<file path="src/rtl/asg_pkg.sv">
// shared types and constants of the audio silence gate
`timescale 1ns / 1ps

package asg_pkg;

    localparam int MAX_CHANNELS_DEF = 8;
    localparam int COUNT_BITS_DEF   = 24;
    localparam int MAX_CHANNELS_TOP = 16;

    localparam int SILENCE_LEVEL = 5;
    localparam int LEVEL_SCALE   = 65536;

    localparam int SAMPLE_W   = 32;
    localparam int CFG_DATA_W = 24;
    localparam int CFG_IDX_W  = 2;
    localparam int CHAN_CFG_W = 4;
    localparam int FRAME_CNT_W = $clog2(MAX_CHANNELS_TOP + 1);

    typedef enum logic [CFG_IDX_W-1:0] {
        REG_THRESHOLD  = 2'd0,
        REG_WIDTH_MODE = 2'd1,
        REG_CHANNELS   = 2'd2
    } t_cfg_reg;

    typedef enum logic [1:0] {
        MODE_16    = 2'd0,
        MODE_32    = 2'd1,
        MODE_OTHER = 2'd2
    } t_width_mode;

    localparam logic [CHAN_CFG_W-1:0] CHANNELS_RESET = 4'd2;

    typedef struct packed {
        logic [CFG_DATA_W-1:0] threshold;
        t_width_mode           mode;
        logic [CHAN_CFG_W-1:0] channels;
    } t_cfg;

    // core asks the output buffer to take a finished frame
    typedef struct packed {
        logic                   load;
        logic [FRAME_CNT_W-1:0] count;
    } t_frame_req;

    // output buffer tells the core whether it can take a frame now
    typedef struct packed {
        logic empty;
        logic finishing;
    } t_emit_stat;

endpackage

</file>
<file path="src/rtl/asg_if.sv">
// stream interfaces for input samples and gated results
`timescale 1ns / 1ps

interface asg_in_if;
    logic                                valid;
    logic                                ready;
    logic signed [asg_pkg::SAMPLE_W-1:0] sample_value;
    logic                                packet_end;

    modport source (output valid, output sample_value, output packet_end, input ready);
    modport sink (input valid, input sample_value, input packet_end, output ready);
endinterface

interface asg_out_if;
    logic                                valid;
    logic                                ready;
    logic signed [asg_pkg::SAMPLE_W-1:0] out_sample;
    logic                                run_last;

    modport source (output valid, output out_sample, output run_last, input ready);
    modport sink (input valid, input out_sample, input run_last, output ready);
endinterface

</file>
<file path="src/rtl/asg_core.sv">
// input register, silence classifier, run counter and frame store
`timescale 1ns / 1ps

module asg_core #(
    parameter int MAX_CHANNELS = asg_pkg::MAX_CHANNELS_DEF,
    parameter int COUNT_BITS   = asg_pkg::COUNT_BITS_DEF
) (
    input  logic                          i_clk,
    input  logic                          i_rst_n,
    input  asg_pkg::t_cfg                 i_cfg,
    asg_in_if.sink                        i_sample,
    input  asg_pkg::t_emit_stat           i_emit_stat,
    output asg_pkg::t_frame_req           o_frame_req,
    output logic [asg_pkg::SAMPLE_W-1:0]  o_frame [MAX_CHANNELS]
);

    localparam int THR_W  = (COUNT_BITS < asg_pkg::CFG_DATA_W) ? COUNT_BITS
                                                               : asg_pkg::CFG_DATA_W;
    localparam int CNT_W  = THR_W + 1;
    localparam int FILL_W = $clog2(MAX_CHANNELS + 1);
    localparam int IDX_W  = (MAX_CHANNELS > 1) ? $clog2(MAX_CHANNELS) : 1;
    localparam int CH5_W  = asg_pkg::CHAN_CFG_W + 1;

    localparam logic signed [15:0] LIM16 = 16'(asg_pkg::SILENCE_LEVEL);
    localparam logic signed [31:0] LIM32 =
        32'(asg_pkg::SILENCE_LEVEL * asg_pkg::LEVEL_SCALE);

    logic                          r_in_valid;
    logic [asg_pkg::SAMPLE_W-1:0]  r_in_sample;
    logic                          r_in_pend;
    logic [CNT_W-1:0]              r_count;
    logic [CNT_W-1:0]              n_count;
    logic [FILL_W-1:0]             r_fill;
    logic [FILL_W-1:0]             n_fill;
    logic [asg_pkg::SAMPLE_W-1:0]  r_store [MAX_CHANNELS];

    logic [THR_W-1:0]  thr;
    logic              quiet;
    logic [CH5_W-1:0]  ch_raw;
    logic [FILL_W-1:0] ch;
    logic [FILL_W-1:0] fill_inc;
    logic              complete;
    logic              pass;
    logic              need_emit;
    logic              go;

    assign thr = i_cfg.threshold[THR_W-1:0];

    always_comb begin
        case (i_cfg.mode)
            asg_pkg::MODE_16: begin
                quiet = ($signed(r_in_sample[15:0]) > -LIM16)
                     && ($signed(r_in_sample[15:0]) < LIM16);
            end
            asg_pkg::MODE_32: begin
                quiet = ($signed(r_in_sample) > -LIM32) && ($signed(r_in_sample) < LIM32);
            end
            default: begin
                quiet = 1'b0;
            end
        endcase
    end

    // zero means one channel, anything above the frame size saturates
    always_comb begin
        ch_raw = {1'b0, i_cfg.channels};
        if (ch_raw == '0) begin
            ch_raw = CH5_W'(1);
        end
        if (ch_raw > CH5_W'(MAX_CHANNELS)) begin
            ch_raw = CH5_W'(MAX_CHANNELS);
        end
        ch = FILL_W'(ch_raw);
    end

    always_comb begin
        n_count = r_count;
        if (thr != '0) begin
            if (r_count > CNT_W'(thr)) begin
                if (!quiet) begin
                    n_count = '0;
                end
            end else if (r_count != '0) begin
                n_count = quiet ? r_count + CNT_W'(1) : '0;
            end else if (quiet) begin
                n_count = CNT_W'(1);
            end
        end
    end

    assign fill_inc  = r_fill + FILL_W'(1);
    assign complete  = (fill_inc >= ch) || r_in_pend;
    assign pass      = (thr == '0) || (n_count <= CNT_W'(thr));
    assign need_emit = complete && pass;
    assign go        = r_in_valid
                    && (!need_emit || i_emit_stat.empty || i_emit_stat.finishing);

    assign i_sample.ready = !r_in_valid || go;
    assign n_fill         = complete ? '0 : fill_inc;

    assign o_frame_req.load  = go && need_emit;
    assign o_frame_req.count = asg_pkg::FRAME_CNT_W'(fill_inc);

    // the current item goes straight into its slot of the outgoing frame
    always_comb begin
        for (int k = 0; k < MAX_CHANNELS; k++) begin
            o_frame[k] = (FILL_W'(k) == r_fill) ? r_in_sample : r_store[k];
        end
    end

    always_ff @(posedge i_clk) begin
        if (!i_rst_n) begin
            r_in_valid <= 1'b0;
            r_count    <= '0;
            r_fill     <= '0;
        end else begin
            if (i_sample.ready) begin
                r_in_valid <= i_sample.valid;
            end
            if (go) begin
                r_count <= n_count;
                r_fill  <= n_fill;
            end
        end
    end

    always_ff @(posedge i_clk) begin
        if (i_sample.valid && i_sample.ready) begin
            r_in_sample <= i_sample.sample_value;
            r_in_pend   <= i_sample.packet_end;
        end
        if (go) begin
            r_store[r_fill[IDX_W-1:0]] <= r_in_sample;
        end
    end

`ifndef NO_ASSERTIONS
    a_fill_in_range: assert property (@(posedge i_clk) disable iff (!i_rst_n)
        r_fill < FILL_W'(MAX_CHANNELS))
        else $error("frame fill beyond frame size");
    a_fill_restart: assert property (@(posedge i_clk) disable iff (!i_rst_n)
        (go && complete) |=> (r_fill == '0))
        else $error("frame fill not cleared at frame end");
    a_count_held: assert property (@(posedge i_clk) disable iff (!i_rst_n)
        (go && thr == '0) |=> $stable(r_count))
        else $error("run counter moved with gating off");
`endif

endmodule

</file>
<file path="src/rtl/asg_emit.sv">
// output buffer that drains a passed frame one item per cycle while the result sink is ready
`timescale 1ns / 1ps

module asg_emit #(
    parameter int MAX_CHANNELS = asg_pkg::MAX_CHANNELS_DEF
) (
    input  logic                          i_clk,
    input  logic                          i_rst_n,
    input  asg_pkg::t_frame_req           i_frame_req,
    input  logic [asg_pkg::SAMPLE_W-1:0]  i_frame [MAX_CHANNELS],
    output asg_pkg::t_emit_stat           o_emit_stat,
    asg_out_if.source                     o_result
);

    localparam int LEFT_W = $clog2(MAX_CHANNELS + 1);
    localparam int IDX_W  = (MAX_CHANNELS > 1) ? $clog2(MAX_CHANNELS) : 1;

    logic [asg_pkg::SAMPLE_W-1:0] r_buf [MAX_CHANNELS];
    logic [LEFT_W-1:0]            r_left;
    logic [IDX_W-1:0]             r_idx;
    logic                         take;

    assign take = o_result.valid && o_result.ready;

    assign o_result.valid      = (r_left != '0);
    assign o_result.out_sample = r_buf[r_idx];
    assign o_result.run_last   = (r_left == LEFT_W'(1));

    assign o_emit_stat.empty     = (r_left == '0);
    assign o_emit_stat.finishing = (r_left == LEFT_W'(1)) && o_result.ready;

    always_ff @(posedge i_clk) begin
        if (!i_rst_n) begin
            r_left <= '0;
            r_idx  <= '0;
        end else if (i_frame_req.load) begin
            r_left <= i_frame_req.count[LEFT_W-1:0];
            r_idx  <= '0;
        end else if (take) begin
            r_left <= r_left - LEFT_W'(1);
            r_idx  <= r_idx + IDX_W'(1);
        end
    end

    always_ff @(posedge i_clk) begin
        if (i_frame_req.load) begin
            r_buf <= i_frame;
        end
    end

`ifndef NO_ASSERTIONS
    a_load_when_free: assert property (@(posedge i_clk) disable iff (!i_rst_n)
        i_frame_req.load |-> ((r_left == '0) || ((r_left == LEFT_W'(1)) && o_result.ready)))
        else $error("frame loaded over an undrained frame");
    a_load_count: assert property (@(posedge i_clk) disable iff (!i_rst_n)
        i_frame_req.load |-> ((i_frame_req.count != '0)
                          && (i_frame_req.count <= asg_pkg::FRAME_CNT_W'(MAX_CHANNELS))))
        else $error("frame length out of range");
    a_index_bound: assert property (@(posedge i_clk) disable iff (!i_rst_n)
        (r_left != '0) |-> ((32'(r_idx) + 32'(r_left)) <= 32'(MAX_CHANNELS)))
        else $error("drain index runs past the frame");
`endif

endmodule

</file>
<file path="src/rtl/audio_silence_gate.sv">
// a passed frame loads the output buffer as its last item leaves the input register
// throughput: one item per cycle; an input item that ends a passed frame waits while
//   the output buffer holds more than one item, or one while the sink is not ready,
// so a short passed frame closed by packet end right behind a longer passed frame stalls
// reset: synchronous active low; clears counter, frame fill, output; sets config defaults
// top level of the audio silence gate with its configuration registers
`timescale 1ns / 1ps

module audio_silence_gate #(
    parameter int MAX_CHANNELS = asg_pkg::MAX_CHANNELS_DEF,
    parameter int COUNT_BITS   = asg_pkg::COUNT_BITS_DEF
) (
    input  logic                              i_clk,
    input  logic                              i_rst_n,
    input  logic                              i_cfg_we,
    input  logic [asg_pkg::CFG_IDX_W-1:0]     i_cfg_index,
    input  logic [asg_pkg::CFG_DATA_W-1:0]    i_cfg_data,
    asg_in_if.sink                            i_sample,
    asg_out_if.source                         o_result
);

    localparam int THR_W = (COUNT_BITS < asg_pkg::CFG_DATA_W) ? COUNT_BITS
                                                              : asg_pkg::CFG_DATA_W;

    asg_pkg::t_cfg        r_cfg;
    asg_pkg::t_frame_req  frame_req;
    asg_pkg::t_emit_stat  emit_stat;
    logic [asg_pkg::SAMPLE_W-1:0] frame [MAX_CHANNELS];

    always_ff @(posedge i_clk) begin
        if (!i_rst_n) begin
            r_cfg.threshold <= '0;
            r_cfg.mode      <= asg_pkg::MODE_16;
            r_cfg.channels  <= asg_pkg::CHANNELS_RESET;
        end else if (i_cfg_we) begin
            case (asg_pkg::t_cfg_reg'(i_cfg_index))
                asg_pkg::REG_THRESHOLD: begin
                    r_cfg.threshold <= asg_pkg::CFG_DATA_W'(i_cfg_data[THR_W-1:0]);
                end
                asg_pkg::REG_WIDTH_MODE: begin
                    r_cfg.mode <= asg_pkg::t_width_mode'(i_cfg_data[1:0]);
                end
                asg_pkg::REG_CHANNELS: begin
                    r_cfg.channels <= i_cfg_data[asg_pkg::CHAN_CFG_W-1:0];
                end
                default: begin
                end
            endcase
        end
    end

    asg_core #(
        .MAX_CHANNELS (MAX_CHANNELS),
        .COUNT_BITS   (COUNT_BITS)
    ) u_core (
        .i_clk       (i_clk),
        .i_rst_n     (i_rst_n),
        .i_cfg       (r_cfg),
        .i_sample    (i_sample),
        .i_emit_stat (emit_stat),
        .o_frame_req (frame_req),
        .o_frame     (frame)
    );

    asg_emit #(
        .MAX_CHANNELS (MAX_CHANNELS)
    ) u_emit (
        .i_clk       (i_clk),
        .i_rst_n     (i_rst_n),
        .i_frame_req (frame_req),
        .i_frame     (frame),
        .o_emit_stat (emit_stat),
        .o_result    (o_result)
    );

endmodule
</file>
<file path="src/flat_wrapper.sv">
// flat-port wrapper written by rule: the top's interface ports become plain ports
module audio_silence_gate_flat 
#(
    parameter int MAX_CHANNELS = asg_pkg::MAX_CHANNELS_DEF,
    parameter int COUNT_BITS   = asg_pkg::COUNT_BITS_DEF
)
  (i_clk, i_rst_n, i_cfg_we, i_cfg_index, i_cfg_data, i_sample_valid, i_sample_sample_value, i_sample_packet_end, i_sample_ready, o_result_valid, o_result_out_sample, o_result_run_last, o_result_ready);
  asg_in_if i_sample_i ();
  asg_out_if o_result_i ();
  input  logic i_clk;
  input  logic i_rst_n;
  input  logic i_cfg_we;
  input  logic [asg_pkg::CFG_IDX_W-1:0] i_cfg_index;
  input  logic [asg_pkg::CFG_DATA_W-1:0] i_cfg_data;
  input wire logic [$bits(i_sample_i.valid)-1:0] i_sample_valid;
  input wire logic [$bits(i_sample_i.sample_value)-1:0] i_sample_sample_value;
  input wire logic [$bits(i_sample_i.packet_end)-1:0] i_sample_packet_end;
  output wire logic [$bits(i_sample_i.ready)-1:0] i_sample_ready;
  output wire logic [$bits(o_result_i.valid)-1:0] o_result_valid;
  output wire logic [$bits(o_result_i.out_sample)-1:0] o_result_out_sample;
  output wire logic [$bits(o_result_i.run_last)-1:0] o_result_run_last;
  input wire logic [$bits(o_result_i.ready)-1:0] o_result_ready;
  assign i_sample_i.valid = i_sample_valid;
  assign i_sample_i.sample_value = i_sample_sample_value;
  assign i_sample_i.packet_end = i_sample_packet_end;
  assign i_sample_ready = i_sample_i.ready;
  assign o_result_valid = o_result_i.valid;
  assign o_result_out_sample = o_result_i.out_sample;
  assign o_result_run_last = o_result_i.run_last;
  assign o_result_i.ready = o_result_ready;
  audio_silence_gate #(.MAX_CHANNELS(MAX_CHANNELS), .COUNT_BITS(COUNT_BITS)) u_core (.i_clk(i_clk), .i_rst_n(i_rst_n), .i_cfg_we(i_cfg_we), .i_cfg_index(i_cfg_index), .i_cfg_data(i_cfg_data), .i_sample(i_sample_i), .o_result(o_result_i));
endmodule
</file>
<file path="config.mk">
export PLATFORM = sky130hd
export DESIGN_NAME = audio_silence_gate_flat
export DESIGN_NICKNAME = d
export VERILOG_FILES = /design/src/rtl/asg_pkg.sv /design/src/rtl/asg_if.sv /design/src/rtl/asg_core.sv /design/src/rtl/asg_emit.sv /design/src/rtl/audio_silence_gate.sv /design/src/flat_wrapper.sv
export SDC_FILE = /design/constraint.sdc
export NUM_CORES = 1
export LEC_CHECK = 0
export BUFFER_PORTS_ARGS = -buffer_cell sky130_fd_sc_hd__buf_2
export CAP_MARGIN = 20
export CELL_PAD_IN_SITES_DETAIL_PLACEMENT = 0
export CELL_PAD_IN_SITES_GLOBAL_PLACEMENT = 1
export CORE_MARGIN = 5
export CORE_UTILIZATION = 48
export DETAILED_ROUTE_END_ITERATION = 10
export PLACE_DENSITY = 0.82
export SYNTH_ARGS = -nofsm -noshare
export SYNTH_HDL_FRONTEND = slang
export SYNTH_SLANG_ARGS = --single-unit
</file>
<file path="constraint.sdc">
create_clock -name i_clk -period 9.2 [get_ports i_clk]
set_clock_uncertainty 0.2 [all_clocks]
set_input_delay 0.46 -clock i_clk [delete_from_list [all_inputs] [get_ports i_clk]]
set_output_delay 0.46 -clock i_clk [all_outputs]
set_load 0.01 [all_outputs]
</file>
# Word level (Yosys, flattened, before mapping)
# Memories as Yosys holds them, arrays and structs flattened.
# Index checks and enable logic that the tools add are counted.
# op_classes
n_shift	0
magnitude_cmp	9
muxes	25
addsub	4
n_eq_ne	11
bitwise_logic	2
mul	0
div	0
n_reduce_logical	29
# op_table
operator	count
2-to-1 mux 32 bit	10
2-to-1 mux 25 bit	6
binary-select mux 32 bit (select 3 bit)	1
> comparator 32 x 20 -> 1 bit (second input constant)	1
< comparator 32 x 20 -> 1 bit (second input constant)	1
adder 25 x 1 -> 25 bit (second input constant)	1
> comparator 25 x 24 -> 1 bit	1
<= comparator 25 x 24 -> 1 bit	1
nonzero test 25 bit	1
zero test 24 bit	1
nonzero test 24 bit	1
2-to-1 mux 4 bit	5
== test 3 x 4 -> 1 bit (first input constant)	4
> comparator 16 x 4 -> 1 bit (second input constant)	1
< comparator 16 x 4 -> 1 bit (second input constant)	1
zero test 4 bit	3
== test 2 x 4 -> 1 bit (first input constant)	2
logical AND 1 bit	8
AND reduction 2 bit	3
> comparator 5 x 4 -> 1 bit (second input constant)	1
logical OR 1 bit	5
adder 4 x 1 -> 4 bit (second input constant)	1
== test 1 x 4 -> 1 bit (first input constant)	1
== test 2 x 1 -> 1 bit (second input constant)	2
other kinds (15)	18
# word_totals
mem_count	1
latch_bits	0
input_bits	64
elab_cells	99
regBits	356
romBits	0
ramBits	256
# memory_table
name	words	width	rd	rd_clocked_by_memory_dff	wr	line_no	text
u_core.u_core.r_store	8	32	8	0	1	asg_core.sv:35	logic [asg_pkg::SAMPLE_W-1:0] r_store [MAX_CHANNELS];

# Logic depth before layout (Yosys ltp)
# depth
word_depth	16
depth_mapped	23
depth_no_buf	19

# By module
# A second synthesis with hierarchy kept.
# hier_totals
hier_cells	1683
area_unflattened_um2	27148.5
# by_module_without_submodules
module	area_per_inst_um2	seq_area_each_um2	cells_per_inst	instances
asg_core	15899.0	9278.9	1137	1
asg_emit	10027.1	7827.5	419	1
audio_silence_gate	1222.4	600.6	127	1

# Worst setup path before layout
# OpenSTA, ideal clock, no wires.
# synth_path
kind	reg2reg
startpoint	register u_core.u_core.r_in_sample[29] (netlist name)
endpoint	register u_core.u_emit.r_buf[0] (netlist name), enable pin
setup_time_ps	605
path_stages_with_launch	21
required_ps	8395
period_less_slack_ps	9732
setup_slack_ps	-532
t_arrival_ps	8926
n_path_buf	4
path_cell_list	edfxtp_1 -> buf_4 -> nand4_1 -> or4_4 -> or3b_4 -> a21bo_2 -> a21oi_2 -> or3_1 -> buf_4 -> buf_6 -> o21ai_1 -> a21o_1 -> ha_1 -> nand4_1 -> nor4_1 -> nand2_1 -> or4b_2 -> a31o_2 -> nand4bb_1 -> clkbuf_1 -> inv_1
# synth_rtl
item	line_no	text
from (decl)	asg_core.sv:29	logic [asg_pkg::SAMPLE_W-1:0] r_in_sample;
from (signal assigned)	asg_core.sv:129	r_in_sample <= i_sample.sample_value;
to (signal assigned)	asg_emit.sv:47	r_buf <= i_frame;
to (decl)	asg_emit.sv:18	logic [asg_pkg::SAMPLE_W-1:0] r_buf [MAX_CHANNELS];

# Final worst setup path
# layout_path
startpoint	register u_core.u_core.r_in_sample[18] (netlist name)
endpoint	memory u_core.u_core.r_store[2][7] (netlist name), enable pin
# layout_via
elab_chain_len	16
# layout_rtl
item	line_no	text
> comparator 32 x 20 -> 1 bit / < comparator 32 x 20 -> 1 bit (equally long branches)	asg_core.sv:56	quiet = ($signed(r_in_sample) > -LIM32) && ($signed(r_in_sample) < LIM32);
logical AND 1 bit (*)	asg_core.sv:56	
case mux 1 bit (2 select lines) (*)	asg_core.sv:50	case (i_cfg.mode)
2-to-1 mux 25 bit (on tied branches)	asg_core.sv:85, asg_core.sv:84	
2-to-1 mux 25 bit	asg_core.sv:83	end else if (r_count != '0) begin
2-to-1 mux 25 bit (*)	asg_core.sv:79	if (r_count > CNT_W'(thr)) begin
2-to-1 mux 25 bit (*)	asg_core.sv:78	if (thr != '0) begin
net u_core.u_core.n_count[20]	asg_core.sv:32	logic [CNT_W-1:0] n_count;
<= comparator 25 x 24 -> 1 bit (*)	asg_core.sv:93	assign pass = (thr == '0) || (n_count <= CNT_W'(thr));
logical OR 1 bit (*)	asg_core.sv:93	
logical AND 1 bit (*)	asg_core.sv:94	assign need_emit = complete && pass;
zero test 1 bit (*)	asg_core.sv:96	&& (!need_emit || i_emit_stat.empty || i_emit_stat.finishing);
logical OR 1 bit (*) (2 in series)	asg_core.sv:96	
logical AND 1 bit (*)	asg_core.sv:96	
2-to-1 mux 1 bit (*)	asg_core.sv:132	if (go) begin
2-to-1 mux 1 bit (not written as such) (*)	asg_core.sv:133	r_store[r_fill[IDX_W-1:0]] <= r_in_sample;
to (decl)	asg_core.sv:35	
# Mark *: on every way through the listed nets, which the timed path passes. The rest lies on a longest branch.

==> tab_implementation.tex <==
\begin{tabular}{lr}
\hline
Metric & Value \\
\hline
\multicolumn{2}{l}{\textbf{Run status}} \\
Run status & finished clean \\
\multicolumn{2}{l}{\textbf{Cells and area}} \\
Utilization after layout & 55.03\% \\
Synth-to-layout area growth & 14.20\% \\
Post-route standard cell area excluding fillers & 30910 sq um \\
Proportion of layout cells with a drive suffix above 1 & 33.28\% \\
Antenna diodes & 0 \\
Fin nets & 1975 \\
\multicolumn{2}{l}{\textbf{Critical path}} \\
Element type at the critical path end & flip-flop \\
RR Startpoint & u\_core.u\_core.r\_in\_sample[18]\$\_DFFE\_PP\_ \\
Required time worst endpoint & 9240 ps \\
Category of the most critical setup path & flip-flop to flip-flop \\
Max incr delay on CP & 860 ps \\
Crit path launch type & flip-flop \\
Chain of cells forming the critical path & nor4\_1 -> nand3\_1 -> or3b\_4 -> a21bo\_2 -> a21oi\_2 -> or3\_1 -> o21ai\_1 -> a21o\_1 -> ha\_1 -> nand2\_1 -> o211ai\_1 -> a31oi\_1 -> or4b\_2 -> a31o\_2 -> nand3\_1 -> nand2\_1 -> nor4\_2 -> buf\_4 \\
Critical Path Slowest Stage Cell & sky130\_fd\_sc\_hd\_\_or3\_1 \\
Cell class contributing the biggest share of worst-path delay & simple AND/OR/NAND/NOR gates \\
Count of buffer and inverter cells on the critical path & 1 \\
Endpoint arrival time on the critical path & 7610 ps \\
Crit path launch & u\_core.u\_core.r\_in\_sample[18]\$\_DFFE\_PP\_ \\
Crit path max fanout & 26 \\
\multicolumn{2}{l}{\textbf{Power and ir drop}} \\
Sw Ratio & 26.54\% \\
Part of the total power dissipated in combinational logic & 17.1\% \\
Leak pwr & 10.41 nW \\
Cell Pwr Density & 229.5 nW/um\^{}2 \\
Design internal power & 0.005211 W \\
Net switching power & 0.001883 W \\
Share of power burned in the clock network & 33.8\% \\
Largest vdd supply drop & 0.1599 mV \\
Sequential cell fraction of total power & 49.1\% \\
\multicolumn{2}{l}{\textbf{Timing}} \\
Share of the clock period used by the worst path after layout & 82.27\% \\
Final-layout setup total negative slack & 0 ps \\
Final count of hold timing violations & 0 \\
Number of slew-limit violations in the final report & 0 \\
Min setup slack post-route & 1631 ps \\
Post-layout min period & 7569 ps \\
F\_max & 0.1321 GHz \\
Final setup violation count & 0 \\
Slew Limit Headroom & 25.20\% \\
Worst Max-Slew Pin Slew & 1122 ps \\
Unrepaired setup endpoints after global routing & no \\
Final hold slack & 33.84 ps \\
\multicolumn{2}{l}{\textbf{Placement}} \\
Total of buffers placed on input and output ports & 98 \\
Final RePlAce weighted congestion & 0.8995 \\
Hpwl dp & 36.51 mm \\
Post-place instance area & 28390 sq um \\
Worst slack at placement & 1629 ps \\
\multicolumn{2}{l}{\textbf{Die}} \\
Boundary Pins & 99 \\
Die area & 61240 sq um \\
FP Rows & 87 \\
Die Ht & 247.5 um \\
Width of the die & 247.5 um \\
Initial cell density of the core & 48.19\% \\
Std-Cell Core Area & 56170 sq um \\
\multicolumn{2}{l}{\textbf{Synthesis}} \\
Register bit count reported by yosys & 612 \\
Avg Cell Area, Syn & 15.79 sq um \\
Number of warning messages in the yosys log & 0 \\
Library cell with the largest summed area after synthesis & sky130\_fd\_sc\_hd\_\_edfxtp\_1 \\
Number of instances in the synthesized netlist & 1714 \\
Top cells by area in the synthesized netlist & sky130\_fd\_sc\_hd\_\_edfxtp\_1 (60\%), sky130\_fd\_sc\_hd\_\_mux2\_2 (12\%), sky130\_fd\_sc\_hd\_\_mux4\_2 (5.3\%), sky130\_fd\_sc\_hd\_\_dfxtp\_1 (5.0\%), sky130\_fd\_sc\_hd\_\_ha\_1 (2.8\%) \\
Proportion of synthesized chip area in sequential cells & 65.42\% \\
Top cell type's share of synthesized area & 60.46\% \\
Share of async-settable or async-resettable flops after synthesis & 0\% \\
Dominant synthesized flop cell & sky130\_fd\_sc\_hd\_\_edfxtp\_1 \\
Mapped cell area & 27070 sq um \\
Post-synth EDFFs & 545 \\
Cell variety after synth & 76 \\
Number of nets in the synthesized netlist & 1839 \\
\multicolumn{2}{l}{\textbf{Global routing}} \\
First-pass GRT wire length & 94.46 mm \\
Vias in the first global route & 15.27k \\
Final global-route overflow total & 0 \\
Global-route usage over all layers & 20.35\% \\
Maximum number of pins on one net before global-route repair & 78 \\
Antenna violations before repair & 0 \\
\multicolumn{2}{l}{\textbf{Detailed routing}} \\
Number of DRC violations after detailed routing & 0 \\
Pre-antenna DRT Iters & 6 \\
Routed wire length & 62.90 mm \\
Number of DRC markers after the initial detailed-route iteration & 1244 \\
Vias per inst & 5.773 \\
WL/cell & 23.72 um \\
Vias & 15.31k \\
Routed Antenna Nets & 0 \\
\multicolumn{2}{l}{\textbf{Clock network}} \\
Number of H-tree levels & 2 \\
Number of hold-repair buffers added at the cts stage & 59 \\
Clock-pin slew of the registers on the worst-case setup and hold paths & 60 ps \\
Clock sink count & 612 \\
Post-CTS setup-driven buffer insertion count & 0 \\
Max Root-Sink Buffers & 3 \\
Post-cts resize count & 0 \\
Clock tree root driver cell & sky130\_fd\_sc\_hd\_\_clkbuf\_16 \\
Worst-skew pair later-pin latency & 630 ps \\
Number of CTS-inserted buffers & 60 \\
TritonCTS clock tree & built \\
\multicolumn{2}{l}{\textbf{Worst hold path}} \\
Class of the tightest hold or removal check & primary input to flip-flop \\
Worst min-delay path startpoint & i\_sample\_valid \\
\multicolumn{2}{l}{\textbf{Run}} \\
Max\_cap viols & 0 \\
\hline
\end{tabular}
sequential cells by signal, summed over array words and instances (netlist names):
name,cells
u_core.u_core.r_count,25
u_core.u_emit.r_idx,3
u_core.r_cfg,30
u_core.u_core.r_store,256
u_core.u_core.r_in_sample,32
u_core.u_core.r_fill,4
u_core.u_core.r_in_pend,1
u_core.u_emit.r_left,4
u_core.u_emit.r_buf,256
u_core.u_core.r_in_valid,1
final cells by class:
cell class | count | area, sq um
Sequential cell | 612 | 17720
Clock buffer | 83 | 1659
Clock inverter | 25 | 270.3
Tap cell | 756 | 945.9
Inverter | 40 | 153.9
Timing Repair Buffer | 196 | 1411
Fill cell | 4404 | 25260
Multi-Input combinational cell | 940 | 8753
cells by family (layout without fill, tap and decap cells):
| group | count (synthesis) | after routing | share of synthesized area [%] |
|---|---|---|---|
| flip-flops | 612 | 612 | 65.42 |
| multiplexers | 359 | 359 | 17.56 |
| AND/OR/NAND/NOR | 331 | 331 | 6.633 |
| AO/OA/AOI/OAI | 176 | 176 | 4.604 |
| buffers and inverters | 162 | 344 | 2.547 |
| adder cells (fa/ha/maj) | 61 | 61 | 2.820 |
| XOR/XNOR | 13 | 13 | 0.4207 |
power groups by stage:
stage | sequential [W] | clock (W) | combinational, W
detailed placement | 0.00354 | 0 | 0.00120
floorplan | 0.00346 | 0 | 0.000904
global placement | 0.00353 | 0 | 0.00118
global route | 0.00351 | 0.00255 | 0.00131
CTS | 0.00349 | 0.00244 | 0.00123
finish | 0.00348 | 0.00240 | 0.00121
worst min-delay path: stages:
cell and delay, ps:
sky130_fd_sc_hd__buf_2 70, sky130_fd_sc_hd__inv_1 90, sky130_fd_sc_hd__a21boi_0 170
metrics by stage:
step	std cells	total power, W
global placement	2485	0.004709
detailed placement	2485	0.004745
floorplan	1714	0.004363
CTS	2652	0.007156
finish	2652	0.007094
global route	2652	0.007373
per-layer routing:
metal	part of all wire, %	global-route usage (%)	vias up
li1	-	-	6960
met1	42	28.03	7758
met2	50	34.30	485
met3	5.3	2.886	107
met4	2.4	5.597	0
met5	0	0	-
placed cells by master (no fill, tap or decap), types with 16 or more instances in the layout:
master                            n
sky130_fd_sc_hd__edfxtp_1       545
sky130_fd_sc_hd__buf_4           36
sky130_fd_sc_hd__nand4_1         32
sky130_fd_sc_hd__mux4_2          64
sky130_fd_sc_hd__buf_2           98
sky130_fd_sc_hd__mux2_2         286
sky130_fd_sc_hd__dfxtp_1         64
sky130_fd_sc_hd__nor2_1          25
sky130_fd_sc_hd__dlygate4sd3_1   59
sky130_fd_sc_hd__ha_1            61
sky130_fd_sc_hd__nor4_1          22
sky130_fd_sc_hd__o21ai_1         16
sky130_fd_sc_hd__inv_1           39
sky130_fd_sc_hd__nand3_1         30
sky130_fd_sc_hd__a21boi_0        25
sky130_fd_sc_hd__nand2_1        111
sky130_fd_sc_hd__o21ai_0         25
sky130_fd_sc_hd__clkbuf_1        17
sky130_fd_sc_hd__clkbuf_16       61
sky130_fd_sc_hd__a21oi_1         20
Yosys cell counts, types with 3 or more instances:
library cell	count
sky130_fd_sc_hd__a211oi_1	7
sky130_fd_sc_hd__a21boi_0	25
sky130_fd_sc_hd__a21o_1	14
sky130_fd_sc_hd__a21oi_1	20
sky130_fd_sc_hd__a22o_1	4
sky130_fd_sc_hd__a22oi_1	4
sky130_fd_sc_hd__a31o_2	3
sky130_fd_sc_hd__a31oi_1	7
sky130_fd_sc_hd__and2_1	8
sky130_fd_sc_hd__and3_1	10
sky130_fd_sc_hd__and4_1	4
sky130_fd_sc_hd__buf_1	33
sky130_fd_sc_hd__buf_2	13
sky130_fd_sc_hd__buf_4	8
sky130_fd_sc_hd__buf_6	4
sky130_fd_sc_hd__clkbuf_1	60
sky130_fd_sc_hd__clkbuf_2	4
sky130_fd_sc_hd__dfxtp_1	67
sky130_fd_sc_hd__edfxtp_1	545
sky130_fd_sc_hd__ha_1	61
sky130_fd_sc_hd__inv_1	40
sky130_fd_sc_hd__mux2_2	286
sky130_fd_sc_hd__mux2i_1	9
sky130_fd_sc_hd__mux4_2	64
sky130_fd_sc_hd__nand2_1	115
sky130_fd_sc_hd__nand2b_1	6
sky130_fd_sc_hd__nand3_1	30
sky130_fd_sc_hd__nand4_1	32
sky130_fd_sc_hd__nand4b_1	10
sky130_fd_sc_hd__nor2_1	26
sky130_fd_sc_hd__nor2b_1	10
sky130_fd_sc_hd__nor3_1	16
sky130_fd_sc_hd__nor3_2	10
sky130_fd_sc_hd__nor3b_1	6
sky130_fd_sc_hd__nor4_1	24
sky130_fd_sc_hd__o211a_1	3
sky130_fd_sc_hd__o211ai_1	7
sky130_fd_sc_hd__o21a_1	7
sky130_fd_sc_hd__o21ai_0	25
sky130_fd_sc_hd__o21ai_1	16
sky130_fd_sc_hd__o221ai_1	10
sky130_fd_sc_hd__or2_2	3
sky130_fd_sc_hd__or3_1	5
sky130_fd_sc_hd__xnor2_1	7
sky130_fd_sc_hd__xor2_1	6
final timing paths:
| kind | endpoint | slack [ps] | cells past startpoint |
|---|---|---|---|
| setup / recovery | u_core.u_core.r_store[2][7]$_DFFE_PP_ | 1630 | 18 |
| hold / removal | u_core.u_core.r_in_valid$_SDFFE_PN0P_ | 30 | 3 |
| setup reg to reg | u_core.u_core.r_store[2][7]$_DFFE_PP_ | 1630 | 18 |
| hold reg to reg | u_core.r_cfg[17]$_SDFFE_PN0P_ | 280 | 2 |
(Power assumes the default switching activity.)
